File: config.mk
export PLATFORM = sky130hd
export DESIGN_NAME = srac_fifo
export DESIGN_NICKNAME = d
export VERILOG_FILES = /design/src/hw/rtl/spectrogram_reassign_accumulate_defines.svh /design/src/hw/rtl/srac_pkg.sv /design/src/hw/rtl/srac_fifo.sv
export SDC_FILE = /design/constraint.sdc
export NUM_CORES = 1
export LEC_CHECK = 0
export BUFFER_PORTS_ARGS = -buffer_cell sky130_fd_sc_hd__buf_2
export CAP_MARGIN = 10
export CORE_MARGIN = 5
export CORE_UTILIZATION = 48
export DETAILED_ROUTE_END_ITERATION = 7
export GPL_TIMING_DRIVEN = 0
export PLACE_DENSITY = 0.85
export REMOVE_ABC_BUFFERS = 1
export SYNTH_ARGS = -nofsm -noshare
export SYNTH_HDL_FRONTEND = slang
export SYNTH_SLANG_ARGS = --single-unit
File: constraint.sdc
create_clock -name clock -period 1.3 [get_ports clock]
set_input_delay 0.065 -clock clock [delete_from_list [all_inputs] [get_ports clock]]
set_output_delay 0.065 -clock clock [all_outputs]
set_load 0.02 [all_outputs]
File: src/hw/rtl/spectrogram_reassign_accumulate_defines.svh
// ----------------------------------------------------------------------------
// Spectrogram reassignment accumulator assertion macros
// Shared concurrent assertion forms, clocked on clock and disabled in reset.
// ----------------------------------------------------------------------------
`ifndef SPECTROGRAM_REASSIGN_ACCUMULATE_DEFINES_SVH
`define SPECTROGRAM_REASSIGN_ACCUMULATE_DEFINES_SVH

// Same-cycle implication.
`define SRAC_ASSERT_IMP(label, ante, cons, msg) \
   label: assert property (@(posedge clock) disable iff (reset) (ante) |-> (cons)) \
      else $error(msg);

// Next-cycle implication.
`define SRAC_ASSERT_NXT(label, ante, cons, msg) \
   label: assert property (@(posedge clock) disable iff (reset) (ante) |=> (cons)) \
      else $error(msg);

`endif

File: src/hw/rtl/srac_pkg.sv
// ----------------------------------------------------------------------------
// Spectrogram reassignment accumulator package
// Types, codes and helper functions shared by the accumulator modules.
// ----------------------------------------------------------------------------
package srac_pkg;

   localparam int FFT_SIZE_DEF    = 1024;
   localparam int MAX_COLUMNS_DEF = 64;

   // Result status codes.
   typedef enum logic [1:0] {
      ST_ACCUM   = 2'd0,
      ST_LOW     = 2'd1,
      ST_OUTSIDE = 2'd2,
      ST_READ    = 2'd3
   } status_type;

   // Configuration register indexes.
   localparam logic [2:0] CSR_REASSIGN_TIME   = 3'd0;
   localparam logic [2:0] CSR_POWER_THRESHOLD = 3'd1;
   localparam logic [2:0] CSR_POWER_SHIFT     = 3'd2;
   localparam logic [2:0] CSR_INV_STRIDE      = 3'd3;
   localparam logic [2:0] CSR_COLUMN_COUNT    = 3'd4;

   // Saturation limit of a Q16 ratio.
   localparam logic [30:0] QMAX = '1;

   typedef struct packed {
      logic        reassign_time;
      logic [47:0] power_threshold;
      logic [5:0]  power_shift;
      logic [16:0] inv_stride;
      logic [6:0]  column_count;
   } cfg_type;

   typedef struct packed {
      logic full;
      logic empty;
   } fifo_stat_type;

   typedef enum logic [3:0] {
      F_IDLE, F_MUL, F_SUM, F_CHK, F_DIV, F_OFS, F_ADJ, F_RND, F_TGT, F_WRAP, F_FIX, F_EMIT
   } front_state_type;

   typedef enum logic [1:0] {
      B_CLEAR, B_IDLE, B_READ, B_MOD
   } back_state_type;

   // Round a signed Q16 value to an integer, ties to even.
   function automatic logic signed [33:0] round_q16(input logic signed [47:0] v);
      logic [47:0] m;
      logic [31:0] ip;
      logic [15:0] fr;
      logic        up;
      logic [32:0] r;
      m  = v[47] ? 48'(-v) : 48'(v);
      ip = m[47:16];
      fr = m[15:0];
      up = (fr > 16'h8000) || ((fr == 16'h8000) && ip[0]);
      r  = {1'b0, ip} + {32'd0, up};
      return v[47] ? -$signed({1'b0, r}) : $signed({1'b0, r});
   endfunction

endpackage

File: src/hw/rtl/srac_fifo.sv
// ----------------------------------------------------------------------------
// Command queue
// Two-entry queue that decouples the arithmetic front from the tile back end.
// ----------------------------------------------------------------------------
module srac_fifo #(
   parameter int WIDTH = 8
) (
   input  logic                    clock,
   input  logic                    reset,
   input  logic                    push,
   input  logic [WIDTH-1:0]        data_in,
   input  logic                    pop,
   output logic [WIDTH-1:0]        data_out,
   output srac_pkg::fifo_stat_type stat
);
   import srac_pkg::*;

   logic [WIDTH-1:0] entry_ff [2];
   logic [1:0]       count_ff, count_in;
   logic             wr_ff, rd_ff;

   // Occupancy flags.
   always_comb begin
      stat.full  = (count_ff == 2'd2);
      stat.empty = (count_ff == 2'd0);
   end

   assign data_out = entry_ff[rd_ff];
   assign count_in = count_ff + {1'b0, push} - {1'b0, pop};

   // Pointers and occupancy.
   always_ff @(posedge clock) begin
      if (reset) begin
         count_ff <= '0;
         wr_ff    <= 1'b0;
         rd_ff    <= 1'b0;
      end else begin
         count_ff <= count_in;
         if (push) wr_ff <= ~wr_ff;
         if (pop)  rd_ff <= ~rd_ff;
      end
   end

   // Storage.
   always_ff @(posedge clock) begin
      if (push) entry_ff[wr_ff] <= data_in;
   end

endmodule

==> metrics.log <==
[metrics] outcome: completed
[metrics] Fmax: roughly 780 MHz
[metrics] total setup violations reported at the end of the flow: 0
[metrics] startpoint of the worst-slack reg-to-reg timing path: count_ff[0]
[metrics] CTS sink count: 21
[metrics] cell-by-cell listing of the critical path: mux2_2 > buf_2
[metrics] share of final-layout standard cells stronger than drive strength 1: 0.443
[metrics] vias in the first global route: 425
[metrics] total of warnings raised by yosys: 0
[metrics] number of nets in the finished design: 94
[metrics] largest area contributor in the synthesized netlist: edfxtp_1
[metrics] area share of the largest cell type after synthesis: 0.607
[metrics] die outline height: 50.6 um
[metrics] multiplexer share of the synthesized area: 0.114
[metrics] register clock-pin slew on the reported worst setup and hold paths: ~100 ps
[metrics] wirelength, routed: about 1200 um
[metrics] most area-consuming cells after synthesis: edfxtp_1, dfxtp_1, mux2_2
[metrics] crit path capture: data_out[2]
[metrics] GR Overflow Total: 0
[metrics] CP required: between 1000 and 1500 ps
[metrics] iteration-0 DRC count of the detailed router: 0
[metrics] clock tree root buffer cell: clkbuf_4
[metrics] post-detailed-route DRC marker count: 0
[metrics] synthesized-area fraction occupied by and/or/nand/nor cells: 0.0553
[metrics] area after detailed placement: roughly 910 um^2
[metrics] Clock Latency Late Sink: 290 ps
[metrics] number of port buffers: 21
[metrics] final period utilization: 0.981
[metrics] category of the worst setup path launch point: register
[metrics] post-route cell area: approximately 1000 um^2
[metrics] actual transition at the worst max-transition pin: 418 ps
[metrics] # Max-Cap Violations: 0
[metrics] Clock Path Buffers: 2
[metrics] #FFs+latches synth: 21
[metrics] TritonCTS clock tree: done
[metrics] core area: roughly 1500 um^2
[metrics] leakage power total: 0.423 nW
[metrics] Compound-Gate Fraction of Synth Area: 0
[metrics] global routing usage summed across all routing layers: 0.0935
[metrics] Initial Utilization: 0.514
[metrics] Peak VDD IR: ~0.92 mV
[metrics] vias after detailed routing: 451
[metrics] Diodes inserted: 0
[metrics] Die ar.: between 2000 and 3000 um^2
[metrics] summed instance area of the synthesized netlist: roughly 790 um^2
[metrics] Final Util: 0.676
[metrics] Critical Path Fanout Max: 8
[metrics] hold slack: roughly 59 ps
[metrics] pwr dens: 1320 nW/um^2
[metrics] total I/O pin count: 22
[metrics] leading cell type in the layout, fill and taps excluded: buf_2
[metrics] last weighted congestion value of the routability-driven placer: ~0.68
[metrics] r2r endpoint: count_ff[1]
[metrics] Cells after Synth: 46
[metrics] most used cells in the layout excluding fill and tap cells: buf_2, edfxtp_1, dlygate4sd3_1, mux2_2, nor2_1
[metrics] R2R depth: 6
[metrics] Setup Skew: 4.18 ps
[metrics] wire length of the first global-routing pass: 1780 um
[metrics] delay contributed by the slowest stage of the critical path: around 420 ps
[metrics] shortest clock period the worst path allows after layout: 1280 ps
[metrics] xor and xnor area share after synthesis: 0.0506
[metrics] Final TNS setup: 0 ps
[metrics] Cell Rows: 14
[metrics] final hold viol count: 0
[metrics] max-slew violation count: 0
[metrics] dominant combinational cell family by area after synthesis: multiplexers
[metrics] Worst EP arrival: between 1000 and 1500 ps
[metrics] worst setup slack for register-to-register paths: between 100 and 150 ps
[metrics] Post-Synth Adder-Cell Area: 0.0316
[metrics] CTS H-Tree Depth: 1
[metrics] unrepaired setup endpoints after global routing: yes
[metrics] ratio of routed vias to standard cells: 4.75
[metrics] count of distinct cell types in the synthesized netlist: 11
[metrics] Critical Path Slowest Stage Cell: dfxtp_4
[metrics] number of filler instances in the final layout: between 100 and 150
[metrics] hpwl dp: just under 900 um
[metrics] number of antenna violations at the first check in global routing: 0
[metrics] Mean Syn Cell Area: around 17 um^2
[metrics] pin count of the biggest net entering global routing: 12
[metrics] kind of capture point of the worst setup path: primary output
[metrics] class of the most critical hold timing path: in -> reg
[metrics] WL/cell: between 10 and 15 um
[metrics] clock buffer count from CTS: 3
[metrics] part of the Yosys area used for sequential elements: 0.733
[metrics] start-to-end type of the worst setup path: reg -> out
[metrics] Detailed Routing Iterations Pass 1: 1
[metrics] Die Span X: about 51 um
[metrics] layout overhead on the synthesized area: 31.6%
[metrics] antenna-violating nets left: 0
[metrics] worst rel slew slack: 0.720
[report_power, final]
| part | internal (mW) | total (mW) | leakage, nW | switching (mW) |
|---|---|---|---|---|
| Clock | 0.119 | 0.289 | 0.0150 | 0.170 |
| Combinational | 0.142 | 0.273 | 0.216 | 0.131 |
| Sequential | 0.781 | 0.813 | 0.193 | 0.0319 |
[through the flow]
step | instances | setup slack [ps] | power, mW
after floorplan | 45 | 159 | 0.993
after global placement | 82 | 52.1 | 1.07
after detailed placement | 82 | -5.78 | 1.08
after CTS | 95 | 1.62 | 1.40
after global routing | 95 | -41.5 | 1.46
final | 95 | 24.3 | 1.38
[kinds of logic after synthesis]
logic type	count (synthesis)
simple gates	9
xor+xnor	3
fa+ha+maj	2
flops	21
buf+inv	3
mux	8
[registers in the layout, indices dropped and copies added (netlist names), named ones only]
signal / cells
count_ff: 2
entry_ff: 16
rd_ff: 1
wr_ff: 1
[layer usage]
layer / GRT usage / wire length, um / vias to the layer above
met3: 0.0266 / 67 / 0
met1: 0.105 / 469 / 211
met5: 0 / 0 / -
met4: 0.0511 / 0 / 0
li1: - / - / 230
met2: 0.157 / 653 / 10
[final cells by class]
| class | count | area, um^2 | share of cell area |
|---|---|---|---|
| multi-input combinational | 22 | 205 | 0.197 |
| tap | 16 | 20.0 | 0.0192 |
| sequential | 21 | 586 | 0.562 |
| clock buffer | 4 | 26.3 | 0.0252 |
| timing repair buffer | 30 | 198 | 0.190 |
| inverter | 2 | 7.51 | 0.00720 |
[worst max-delay path: cells and delay by family (launching register included)]
family,cells,cell delay [ps]
muxes,1,340
buffers and inverters,1,160
DFF,1,420
[synthesized netlist by cell type (all sizes together)]
library cell,number
inv,2
xnor2,2
nor2,5
and2,1
xnor3,1
dfxtp,5
nor2b,3
ha,2
edfxtp,16
mux2,8
buf,1
[worst min-delay path by stage]
stage | startpoint | end | slack [ps] | cells after the start
floorplan | reset | count_ff[0] | 140 | 1
CTS | pop | register | 40 | 3
global route | pop | register | 40 | 3
finish | pop | register | 60 | 3
global placement | data_in[6] | entry_ff[0][6] | 250 | 1
detailed placement | data_in[4] | entry_ff[0][4] | 260 | 1
[timing repair]
item / in CTS / in global routing
gates resized for setup: 3 / 3
hold buffers: 9 / 0
endpoints found under the hold margin: 21 / 0
endpoints found under the setup margin: 16 / 9
buffers inserted: 0 / 0
(Power assumes the default switching activity.)
